$ cat config.mk
export PLATFORM = sky130hd
export DESIGN_NAME = segment_free_list_allocator_top
export DESIGN_NICKNAME = d
export VERILOG_FILES = /design/src/rtl/sfla_pkg.sv /design/src/rtl/segment_free_list_allocator_top.sv
export SDC_FILE = /design/constraint.sdc
export NUM_CORES = 2
export LEC_CHECK = 0
export ABC_CLOCK_PERIOD_IN_PS = 16100
export BUFFER_PORTS_ARGS = -buffer_cell sky130_fd_sc_hd__buf_2
export CORE_MARGIN = 2
export CORE_UTILIZATION = 50
export DETAILED_ROUTE_END_ITERATION = 10
export GPL_ROUTABILITY_DRIVEN = 0
export PLACE_DENSITY = 0.64
export SLEW_MARGIN = 20
export SYNTH_ARGS = -nofsm -noshare
export SYNTH_HDL_FRONTEND = slang
export SYNTH_SLANG_ARGS = --single-unit
export TNS_END_PERCENT = 10
$ cat constraint.sdc
create_clock -name clk -period 16.1 [get_ports clk]
set_clock_uncertainty 0.2 [all_clocks]
set_input_delay 0.805 -clock clk [delete_from_list [all_inputs] [get_ports clk]]
set_output_delay 0.805 -clock clk [all_outputs]
set_load 0.1 [all_outputs]
$ cat src/rtl/sfla_pkg.sv
// Package for the segment free-list allocator: defaults, codes and FSM state type.
package sfla_pkg;

  localparam int DEF_FREE_ENTRIES = 64;
  localparam int DEF_MAX_SEGMENTS = 6;
  localparam int DEF_ADDRESS_BITS = 16;

  localparam logic [15:0] POOL_RESET = 16'd4096;
  localparam int MIN_TABLE_CELLS = 13;
  localparam int CONTROL_CELLS   = 10;

  localparam logic OP_ALLOC = 1'b0;
  localparam logic OP_FREE  = 1'b1;

  localparam logic [2:0] STS_GRANT    = 3'd0;
  localparam logic [2:0] STS_NO_BLOCK = 3'd1;
  localparam logic [2:0] STS_INSUFF   = 3'd2;
  localparam logic [2:0] STS_FREED    = 3'd3;
  localparam logic [2:0] STS_FULL     = 3'd4;

  typedef enum logic [4:0] {
    ST_INIT, ST_IDLE,
    ST_P_CHK, ST_P_HEAD, ST_P_SCAN, ST_P_SH_RD, ST_P_SH_WR,
    ST_R_RD, ST_R_WR,
    ST_C_START, ST_C_FIRST, ST_C_NEXT, ST_C_FLUSH,
    ST_A_CHECK, ST_L_TEST, ST_L_EVAL, ST_L_SPLIT, ST_L_END, ST_B_LOOP,
    ST_F_DONE, ST_O_ONE, ST_O_GRANT
  } fsm_t;

endpackage

$ cat src/rtl/segment_free_list_allocator_top.sv
// Segment free-list allocator: free-extent table in one memory, walked by an FSM.
//
//  channel | signals                                   | dir | meaning
//  --------+-------------------------------------------+-----+-------------------------
//  in      | in_valid in_stall opcode request_cells    | in  | allocate / free request
//          | free_start free_size                      |     |
//  out     | out_valid out_stall status seg_index      | out | one result per segment
//          | seg_start seg_size last                   |     |
//  cfg     | cfg_valid cfg_ready cfg_data              | in  | pool_size write
//
//  One item at a time. A free scans the table, then shifts entries with a
//  read/write pair per moved entry through the memory. An allocate takes one
//  merge pass, then one shift pass per extent taken, per split leftover and per
//  grant put back, plus a test and an evaluation per skipped entry. The worst
//  case takes six grants (the default limit), then puts all of them back.
//  Reset (synchronous, rst high) and any pool_size write pass through an init
//  state that rewrites entry 0 before the next transaction is taken.
//  A waiting result sits in the output register; a stalled result holds the FSM.
module segment_free_list_allocator_top #(
  parameter int FREE_ENTRIES = sfla_pkg::DEF_FREE_ENTRIES,
  parameter int MAX_SEGMENTS = sfla_pkg::DEF_MAX_SEGMENTS,
  parameter int ADDRESS_BITS = sfla_pkg::DEF_ADDRESS_BITS
) (
  input  logic        clk,
  input  logic        rst,
  input  logic        in_valid,
  output logic        in_stall,
  input  logic        opcode,
  input  logic [15:0] request_cells,
  input  logic [15:0] free_start,
  input  logic [15:0] free_size,
  output logic        out_valid,
  input  logic        out_stall,
  output logic [2:0]  status,
  output logic [2:0]  seg_index,
  output logic [15:0] seg_start,
  output logic [15:0] seg_size,
  output logic        last,
  input  logic        cfg_valid,
  output logic        cfg_ready,
  input  logic [15:0] cfg_data
);

  localparam int AB  = ADDRESS_BITS;
  localparam int IW  = $clog2(FREE_ENTRIES);          // memory address bits
  localparam int CW  = $clog2(FREE_ENTRIES + 1);      // entry counters
  localparam int NW  = $clog2(MAX_SEGMENTS + 1);      // grant counters
  localparam int GIW = (MAX_SEGMENTS > 1) ? $clog2(MAX_SEGMENTS) : 1;
  localparam int XW  = ((AB > 16) ? AB : 16) + CW + 2; // need / got / total
  localparam logic [XW-1:0] OVERHEAD =
    XW'(sfla_pkg::CONTROL_CELLS + sfla_pkg::MIN_TABLE_CELLS);
  localparam logic [AB-1:0] MIN_LEN = AB'(sfla_pkg::MIN_TABLE_CELLS);

  // free-extent memory, one write and one registered read per cycle
  logic [AB-1:0] mem_s [FREE_ENTRIES];
  logic [AB-1:0] mem_l [FREE_ENTRIES];
  logic [IW-1:0] mra, mwa;
  logic          mwe;
  logic [AB-1:0] mws, mwl, rd_s, rd_l;

  // grants of the current allocation
  logic [AB-1:0] gs [MAX_SEGMENTS];
  logic [AB-1:0] gl [MAX_SEGMENTS];
  logic          gwe;
  logic [GIW-1:0] gwa;
  logic [AB-1:0] gws, gwl;

  sfla_pkg::fsm_t state, state_next, ret, ret_next;
  logic [15:0]   pool, pool_next;
  logic [CW-1:0] cnt, cnt_next, pos, pos_next, j, j_next, k, k_next;
  logic [CW-1:0] r, r_next, wp, wp_next, first, first_next, i, i_next;
  logic [AB-1:0] ps, ps_next, pl, pl_next, cur_s, cur_s_next, cur_l, cur_l_next;
  logic [AB-1:0] bs, bs_next, bl, bl_next, es, es_next, el, el_next, sv, sv_next;
  logic [XW-1:0] total, total_next, need, need_next, got, got_next, still;
  logic          found, found_next, place_ok, place_ok_next;
  logic [NW-1:0] n, n_next, e, e_next;
  logic [2:0]    res, res_next;
  logic [AB:0]   end_sum, len_sum;
  logic [XW-1:0] sel_s, sel_l;

  logic          ov_load, ov_last;
  logic [2:0]    ov_st, ov_idx;
  logic [15:0]   ov_s, ov_l;

  assign in_stall  = (state != sfla_pkg::ST_IDLE) || cfg_valid;
  assign cfg_ready = 1'b1;
  assign still     = need - got;
  assign end_sum   = {1'b0, cur_s} + {1'b0, cur_l};
  assign len_sum   = {1'b0, cur_l} + {1'b0, rd_l};
  assign sel_s     = XW'(gs[e[GIW-1:0]]);
  assign sel_l     = XW'(gl[e[GIW-1:0]]);

  always_ff @(posedge clk) begin
    if (mwe) begin
      mem_s[mwa] <= mws;
      mem_l[mwa] <= mwl;
    end
    rd_s <= mem_s[mra];
    rd_l <= mem_l[mra];
    if (gwe) begin
      gs[gwa] <= gws;
      gl[gwa] <= gwl;
    end
  end

  always_ff @(posedge clk) begin
    if (rst) begin
      state    <= sfla_pkg::ST_INIT;
      ret      <= sfla_pkg::ST_IDLE;
      pool     <= sfla_pkg::POOL_RESET;
      cnt      <= '0;
      found    <= 1'b0;
      place_ok <= 1'b0;
      n        <= '0;
      e        <= '0;
    end else begin
      state    <= state_next;
      ret      <= ret_next;
      pool     <= pool_next;
      cnt      <= cnt_next;
      found    <= found_next;
      place_ok <= place_ok_next;
      n        <= n_next;
      e        <= e_next;
    end
    pos <= pos_next;  j <= j_next;  k <= k_next;  r <= r_next;
    wp <= wp_next;  first <= first_next;  i <= i_next;
    ps <= ps_next;  pl <= pl_next;  cur_s <= cur_s_next;  cur_l <= cur_l_next;
    bs <= bs_next;  bl <= bl_next;  es <= es_next;  el <= el_next;  sv <= sv_next;
    total <= total_next;  need <= need_next;  got <= got_next;  res <= res_next;
  end

  // output register
  always_ff @(posedge clk) begin
    if (rst) begin
      out_valid <= 1'b0;
    end else if (ov_load) begin
      out_valid <= 1'b1;
    end else if (!out_stall) begin
      out_valid <= 1'b0;
    end
    if (ov_load) begin
      status    <= ov_st;
      seg_index <= ov_idx;
      seg_start <= ov_s;
      seg_size  <= ov_l;
      last      <= ov_last;
    end
  end

  always_comb begin
    state_next = state;  ret_next = ret;  pool_next = pool;  cnt_next = cnt;
    pos_next = pos;  j_next = j;  k_next = k;  r_next = r;  wp_next = wp;
    first_next = first;  i_next = i;  ps_next = ps;  pl_next = pl;
    cur_s_next = cur_s;  cur_l_next = cur_l;  bs_next = bs;  bl_next = bl;
    es_next = es;  el_next = el;  sv_next = sv;  total_next = total;
    need_next = need;  got_next = got;  found_next = found;
    place_ok_next = place_ok;  n_next = n;  e_next = e;  res_next = res;
    mra = '0;  mwe = 1'b0;  mwa = '0;  mws = '0;  mwl = '0;
    gwe = 1'b0;  gwa = '0;  gws = '0;  gwl = '0;
    ov_load = 1'b0;  ov_st = sfla_pkg::STS_GRANT;  ov_idx = '0;
    ov_s = '0;  ov_l = '0;  ov_last = 1'b1;

    case (state)
      sfla_pkg::ST_INIT: begin
        mwe = 1'b1;
        mwl = AB'(pool);
        cnt_next = CW'(1);
        state_next = sfla_pkg::ST_IDLE;
      end
      sfla_pkg::ST_IDLE: begin
        if (in_valid && !in_stall) begin
          if (opcode == sfla_pkg::OP_FREE) begin
            ps_next = AB'(free_start);
            pl_next = AB'(free_size);
            ret_next = sfla_pkg::ST_F_DONE;
            state_next = sfla_pkg::ST_P_CHK;
          end else begin
            need_next = XW'(request_cells) + OVERHEAD;
            state_next = sfla_pkg::ST_C_START;
          end
        end
      end
      // ordered insert of (ps, pl)
      sfla_pkg::ST_P_CHK: begin
        k_next = cnt;
        if (cnt >= CW'(FREE_ENTRIES)) begin
          place_ok_next = 1'b0;
          state_next = ret;
        end else if (cnt == '0) begin
          pos_next = '0;
          state_next = sfla_pkg::ST_P_SH_RD;
        end else begin
          state_next = sfla_pkg::ST_P_HEAD;
        end
      end
      sfla_pkg::ST_P_HEAD: begin
        if (ps < rd_s) begin
          pos_next = '0;
          state_next = sfla_pkg::ST_P_SH_RD;
        end else if (cnt > CW'(1)) begin
          mra = IW'(1);
          j_next = CW'(1);
          state_next = sfla_pkg::ST_P_SCAN;
        end else begin
          pos_next = CW'(1);
          state_next = sfla_pkg::ST_P_SH_RD;
        end
      end
      sfla_pkg::ST_P_SCAN: begin
        if (rd_s < ps) begin
          j_next = j + 1'b1;
          if ((j + 1'b1) < cnt) begin
            mra = IW'(j + 1'b1);
          end else begin
            pos_next = j + 1'b1;
            state_next = sfla_pkg::ST_P_SH_RD;
          end
        end else begin
          pos_next = j;
          state_next = sfla_pkg::ST_P_SH_RD;
        end
      end
      sfla_pkg::ST_P_SH_RD: begin
        if (k > pos) begin
          mra = IW'(k - 1'b1);
          state_next = sfla_pkg::ST_P_SH_WR;
        end else begin
          mwe = 1'b1;
          mwa = pos[IW-1:0];
          mws = ps;
          mwl = pl;
          cnt_next = cnt + 1'b1;
          place_ok_next = 1'b1;
          state_next = ret;
        end
      end
      sfla_pkg::ST_P_SH_WR: begin
        mwe = 1'b1;
        mwa = k[IW-1:0];
        mws = rd_s;
        mwl = rd_l;
        k_next = k - 1'b1;
        state_next = sfla_pkg::ST_P_SH_RD;
      end
      // removal of entry k
      sfla_pkg::ST_R_RD: begin
        if ((k + 1'b1) < cnt) begin
          mra = IW'(k + 1'b1);
          state_next = sfla_pkg::ST_R_WR;
        end else begin
          cnt_next = cnt - 1'b1;
          state_next = ret;
        end
      end
      sfla_pkg::ST_R_WR: begin
        mwe = 1'b1;
        mwa = k[IW-1:0];
        mws = rd_s;
        mwl = rd_l;
        k_next = k + 1'b1;
        state_next = sfla_pkg::ST_R_RD;
      end
      // merge pass, compacting in place; totals taken from written entries
      sfla_pkg::ST_C_START: begin
        total_next = '0;
        found_next = 1'b0;
        wp_next = '0;
        r_next = CW'(1);
        state_next = (cnt == '0) ? sfla_pkg::ST_A_CHECK : sfla_pkg::ST_C_FIRST;
      end
      sfla_pkg::ST_C_FIRST: begin
        cur_s_next = rd_s;
        cur_l_next = rd_l;
        if (r < cnt) begin
          mra = r[IW-1:0];
          state_next = sfla_pkg::ST_C_NEXT;
        end else begin
          state_next = sfla_pkg::ST_C_FLUSH;
        end
      end
      sfla_pkg::ST_C_NEXT: begin
        if (end_sum == {1'b0, rd_s} && !len_sum[AB]) begin
          cur_l_next = len_sum[AB-1:0];
        end else begin
          mwe = 1'b1;
          mwa = wp[IW-1:0];
          mws = cur_s;
          mwl = cur_l;
          total_next = total + XW'(cur_l);
          if (!found && cur_l >= MIN_LEN) begin
            found_next = 1'b1;
            first_next = wp;
            bs_next = cur_s;
            bl_next = cur_l;
          end
          wp_next = wp + 1'b1;
          cur_s_next = rd_s;
          cur_l_next = rd_l;
        end
        r_next = r + 1'b1;
        if ((r + 1'b1) < cnt) begin
          mra = IW'(r + 1'b1);
        end else begin
          state_next = sfla_pkg::ST_C_FLUSH;
        end
      end
      sfla_pkg::ST_C_FLUSH: begin
        mwe = 1'b1;
        mwa = wp[IW-1:0];
        mws = cur_s;
        mwl = cur_l;
        total_next = total + XW'(cur_l);
        if (!found && cur_l >= MIN_LEN) begin
          found_next = 1'b1;
          first_next = wp;
          bs_next = cur_s;
          bl_next = cur_l;
        end
        cnt_next = wp + 1'b1;
        state_next = sfla_pkg::ST_A_CHECK;
      end
      sfla_pkg::ST_A_CHECK: begin
        i_next = '0;
        if (!found) begin
          res_next = sfla_pkg::STS_NO_BLOCK;
          state_next = sfla_pkg::ST_O_ONE;
        end else if (total < need) begin
          res_next = sfla_pkg::STS_INSUFF;
          state_next = sfla_pkg::ST_O_ONE;
        end else begin
          gwe = 1'b1;
          gws = bs;
          n_next = NW'(1);
          if (XW'(bl) > need) begin
            // split the first fit; the start wraps modulo the address space
            gwl = need[AB-1:0];
            mwe = 1'b1;
            mwa = first[IW-1:0];
            mws = bs + need[AB-1:0];
            mwl = bl - need[AB-1:0];
            got_next = need;
            state_next = sfla_pkg::ST_L_TEST;
          end else begin
            gwl = bl;
            got_next = XW'(bl);
            k_next = first;
            ret_next = sfla_pkg::ST_L_TEST;
            state_next = sfla_pkg::ST_R_RD;
          end
        end
      end
      // gather further extents at or above the first one's start
      sfla_pkg::ST_L_TEST: begin
        if (got < need && i < cnt && n < NW'(MAX_SEGMENTS)) begin
          mra = i[IW-1:0];
          state_next = sfla_pkg::ST_L_EVAL;
        end else begin
          state_next = sfla_pkg::ST_L_END;
        end
      end
      sfla_pkg::ST_L_EVAL: begin
        if (rd_s < bs) begin
          i_next = i + 1'b1;
          state_next = sfla_pkg::ST_L_TEST;
        end else begin
          k_next = i;
          gwe = 1'b1;
          gwa = n[GIW-1:0];
          gws = rd_s;
          n_next = n + 1'b1;
          if (XW'(rd_l) > still) begin
            gwl = still[AB-1:0];
            got_next = got + still;
            es_next = rd_s;
            el_next = rd_l;
            sv_next = still[AB-1:0];
            ret_next = sfla_pkg::ST_L_SPLIT;
          end else begin
            gwl = rd_l;
            got_next = got + XW'(rd_l);
            ret_next = sfla_pkg::ST_L_TEST;
          end
          state_next = sfla_pkg::ST_R_RD;
        end
      end
      sfla_pkg::ST_L_SPLIT: begin
        ps_next = es + sv;
        pl_next = el - sv;
        ret_next = sfla_pkg::ST_L_TEST;
        state_next = sfla_pkg::ST_P_CHK;
      end
      sfla_pkg::ST_L_END: begin
        e_next = '0;
        state_next = (got < need) ? sfla_pkg::ST_B_LOOP : sfla_pkg::ST_O_GRANT;
      end
      // short: put every grant back
      sfla_pkg::ST_B_LOOP: begin
        if (e < n) begin
          ps_next = sel_s[AB-1:0];
          pl_next = sel_l[AB-1:0];
          e_next = e + 1'b1;
          ret_next = sfla_pkg::ST_B_LOOP;
          state_next = sfla_pkg::ST_P_CHK;
        end else begin
          res_next = sfla_pkg::STS_INSUFF;
          state_next = sfla_pkg::ST_O_ONE;
        end
      end
      sfla_pkg::ST_F_DONE: begin
        res_next = place_ok ? sfla_pkg::STS_FREED : sfla_pkg::STS_FULL;
        state_next = sfla_pkg::ST_O_ONE;
      end
      sfla_pkg::ST_O_ONE: begin
        if (!out_valid || !out_stall) begin
          ov_load = 1'b1;
          ov_st = res;
          state_next = sfla_pkg::ST_IDLE;
        end
      end
      sfla_pkg::ST_O_GRANT: begin
        if (!out_valid || !out_stall) begin
          ov_load = 1'b1;
          ov_idx = 3'(e);
          ov_s = sel_s[15:0];
          ov_l = sel_l[15:0];
          ov_last = ((e + 1'b1) == n);
          e_next = e + 1'b1;
          if (ov_last) begin
            state_next = sfla_pkg::ST_IDLE;
          end
        end
      end
      default: begin
        state_next = sfla_pkg::ST_IDLE;
      end
    endcase

    if (cfg_valid) begin
      pool_next = cfg_data;
      state_next = sfla_pkg::ST_INIT;
    end
  end

`ifndef SYNTHESIS
  a_cnt_bound: assert property (@(posedge clk) disable iff (rst)
    cnt <= CW'(FREE_ENTRIES))
    else $error("extent count above table depth");
  a_grant_bound: assert property (@(posedge clk) disable iff (rst)
    n <= NW'(MAX_SEGMENTS))
    else $error("grant count above segment limit");
  a_no_overwrite: assert property (@(posedge clk) disable iff (rst)
    ov_load |-> (!out_valid || !out_stall))
    else $error("result register overwritten while stalled");
  a_busy_after_accept: assert property (@(posedge clk) disable iff (rst)
    (in_valid && !in_stall) |=> (state != sfla_pkg::ST_IDLE))
    else $error("accepted transaction left no work");
`endif

endmodule

==> impl_results.md <==
* Mapped Cells at between 8000 and 9000
* Largest net degree at the start of global routing at 196
* TNS Setup at 0 ns
* TritonCTS clock tree: built
* Vias/cell at 6.223
* Drt wl/cell at 27.41 um
* MaxCap Viol Count at 0
* Asr flop ratio synth at 0%
* Crit path time final at 9.046 ns
* Area grow syn2layout at 13.04%
* Die Wd at 478.8 um
* Bufs on Longest Clock Path at 4
* Crit-path max FO at 17
* Worst EP required at 16.56 ns
* CORE AREA at 224500 um^2
* Prevailing post-synth register cell: edfxtp_1
* Cell variety after synth at 81
* Mapped cell area at 112700 um^2
* Status: finished with violations
* Die Y at 478.8 um
* I/O pin cnt at 112
* Avg Cell Area, Syn at between 10 and 15 um^2
* Startpoint types: register
* DRC viols at 17
* Root Driver: clkbuf_16
* LEAKAGE at 42.78 nW
* Clock-pin slew on the worst setup and hold paths at 0.06 ns
* CTS resizes at 0
* Nets@finish at 9461
* Area of the multi-input gates at 33380 um^2
* Reg area at 77860 um^2
* Skew-Pair Late Insertion Delay at between 0.9 and 1 ns
* Slowest-stage cell, CP: o41ai_1
* Hpwl dp at around 200000 um
* Share of cells above drive strength 1 at roughly a tenth
* First-pass GRT wire length at 488900 um
* Sequential share of the synthesized area at 69.07%
* Failing checks: DRC
* Relative slew slack at 15.48%
* GR Overflow Total at 0
* DRT Wirelength at 338200 um
* Row cnt at 174
* Setup bufs post-CTS at 0
* Final ANT Viol Nets at 0
* Die Area at 229200 um^2
* Fin crit share at 56.18%
* GRT Util Overall at 28.90%
* Yosys reg bits at 2618
* I/O Buffers at 110
* Final Setup Violations at 0
* Most numerous cell on the critical path: a21oi_1
* VDD IR-drop max at roughly 0.096 mV
* Worst Tran Pin Value at 1.256 ns
* Starting Density at 50.22%
* Cell Pwr Density at between 100 and 150 nW/um^2
* Initial antenna violation count at 25
* TritonCTS Sinks at approximately 2600
* Final Util at 56.76%
* Peak Freq at 0.1105 GHz
* Via count at 76796
* DR pass1 iterations at 11
* WP data arrival at 9.51 ns
* Crit end category: register
* H-Tree Depth at 5
* Post-synth EDFFs at 2542
* Yosys synthesis warning count at 0
* Critical setup path kind: reg -> reg
* RSZ-0062 raised after global routing: no
* Number of fill cells at 17788
* Hold WC Path Type: in -> reg
* Vias in the first global route at about 73000
* Max-slew violations at 0
* CTS Buf Count at 290
* Max incr delay on CP at 0.81 ns
* Detailed Route Iter0 Violations at 10428
* Hold Vio Cnt, Final at 0
[registers in the layout (all words and copies together) (netlist names), 16 cells and up, named ones only]
register / flops
mem_l: 1024
mem_s: 1024
gl: 96
gs: 96
got: 25
total: 25
need: 17
bl: 16
bs: 16
cur_l: 16
cur_s: 16
el: 16
es: 16
pl: 16
pool: 16
ps: 16
rd_l: 16
rd_s: 16
seg_size: 16
seg_start: 16
sv: 16
[power by group]
group | switching, W | internal [W] | leakage [nW]
sequential | 0.0000344 | 0.00745 | 22.1
clock | 0.00261 | 0.00380 | 4.45
combinational | 0.000221 | 0.000106 | 16.3
total | 0.00286 | 0.0114 | 42.8
[routing by layer]
| metal | vias up | wire length [um] | global-route usage [%] | share of wire [%] |
|---|---|---|---|---|
| met5 | - | 41 | 0 | 0.012 |
| met4 | 6 | 16240 | 13.15 | 4.8 |
| met3 | 750 | 37410 | 6.148 | 11 |
| met2 | 4293 | 150000 | 43.25 | 44 |
| met1 | 37948 | 134600 | 40.71 | 40 |
| li1 | 33799 | - | - | - |
[logic make-up after synthesis]
group | count (synthesis) | share of synthesized area, %
compound gates | 1598 | 9.228
flops | 2618 | 69.07
other cells | 2 | 0.006663
fa+ha+maj | 270 | 3.057
buf+inv | 695 | 2.360
simple gates | 3473 | 13.30
xor+xnor | 195 | 1.515
mux | 123 | 1.464
[worst max-delay path: cells and delay by family (launching register included)]
family                   cells  cell delay (ns)
AO/OA/AOI/OAI               22             5.41
XOR/XNOR                     1             0.19
adder cells (fa/ha/maj)      4             1.20
buffers and inverters        5             0.67
flip-flops                   1             0.46
AND/OR/NAND/NOR              3             0.65
[per-stage QoR]
step	setup WS, ns	total power, W	hold WS, ns	instances	instance area (um^2)
finish	7.054	0.01422	0.07815	12341	127400
global route	6.415	0.01457	0.05534	12335	127400
CTS	7.293	0.01427	0.01449	12322	127300
detailed placement	7.328	0.007928	0.2703	11787	117900
global placement	7.328	0.007920	0.2696	11783	117900
floorplan	8.552	0.007788	0.2244	8979	112700
[synthesized netlist by cell type (35+ instances only)]
cell type,count,area share [%]
buf_1,87,0.29
nand3_1,620,2.8
a21o_1,61,0.41
a21oi_1,598,2.7
buf_2,38,0.17
a222oi_1,37,0.33
xnor2_1,101,0.78
nand2b_1,35,0.19
a32oi_1,261,2.0
nor4_1,51,0.28
nor2_1,324,1.1
a211oi_1,38,0.25
mux2i_1,76,0.67
clkbuf_1,386,1.3
ha_1,261,2.9
nand2_1,2025,6.7
o22ai_1,134,0.74
edfxtp_1,2542,68
xor2_1,94,0.73
dfxtp_1,76,1.3
nand4_1,90,0.50
and3_1,83,0.46
o21ai_0,216,0.96
inv_1,183,0.61
nor3_1,120,0.53
[final timing paths]
check                                         start                endpoint  slack [ns]  depth (start not counted)
worst max-delay path              need[0]$_DFFE_PP_       got[13]$_DFFE_PP_        7.05                         35
worst min-delay path                      out_stall  out_valid$_SDFFE_PP0P_        0.08                          3
worst max register to register    need[0]$_DFFE_PP_       got[13]$_DFFE_PP_        7.05                         35
worst min register to register  cur_s[11]$_DFFE_PP_        bs[11]$_DFFE_PP_        0.28                          0
[cells in the final DEF, fill, tap and decap left out, drive strengths merged, types with 76 or more instances in the layout]
cell    count
clkbuf    380
clkinv     84
nand2    2025
mux2i      76
ha        261
o22ai     134
o21ai     217
and3       83
dfxtp      76
xor2       94
nor3      120
edfxtp   2542
a32oi     261
nand3     620
nand4      90
nor2      324
xnor2     101
a21oi     598
buf       328
inv       191
[timing repair]
| action | in CTS | in global routing |
|---|---|---|
| endpoints found under the hold margin | 35 | 0 |
| hold buffers | 34 | 0 |
| endpoints found under the setup margin | 0 | 0 |
[final cells by class]
class,count,share of cell area [%]
repair buffers,362,2.058
inverters,183,0.5391
well taps,2992,2.938
multi-input cells,5666,26.20
clock buffers,380,6.182
flip-flops and latches,2618,61.11
clock inverters,121,0.9359
diodes,19,0.03732
Note: power is estimated with default switching activity, not from simulation.
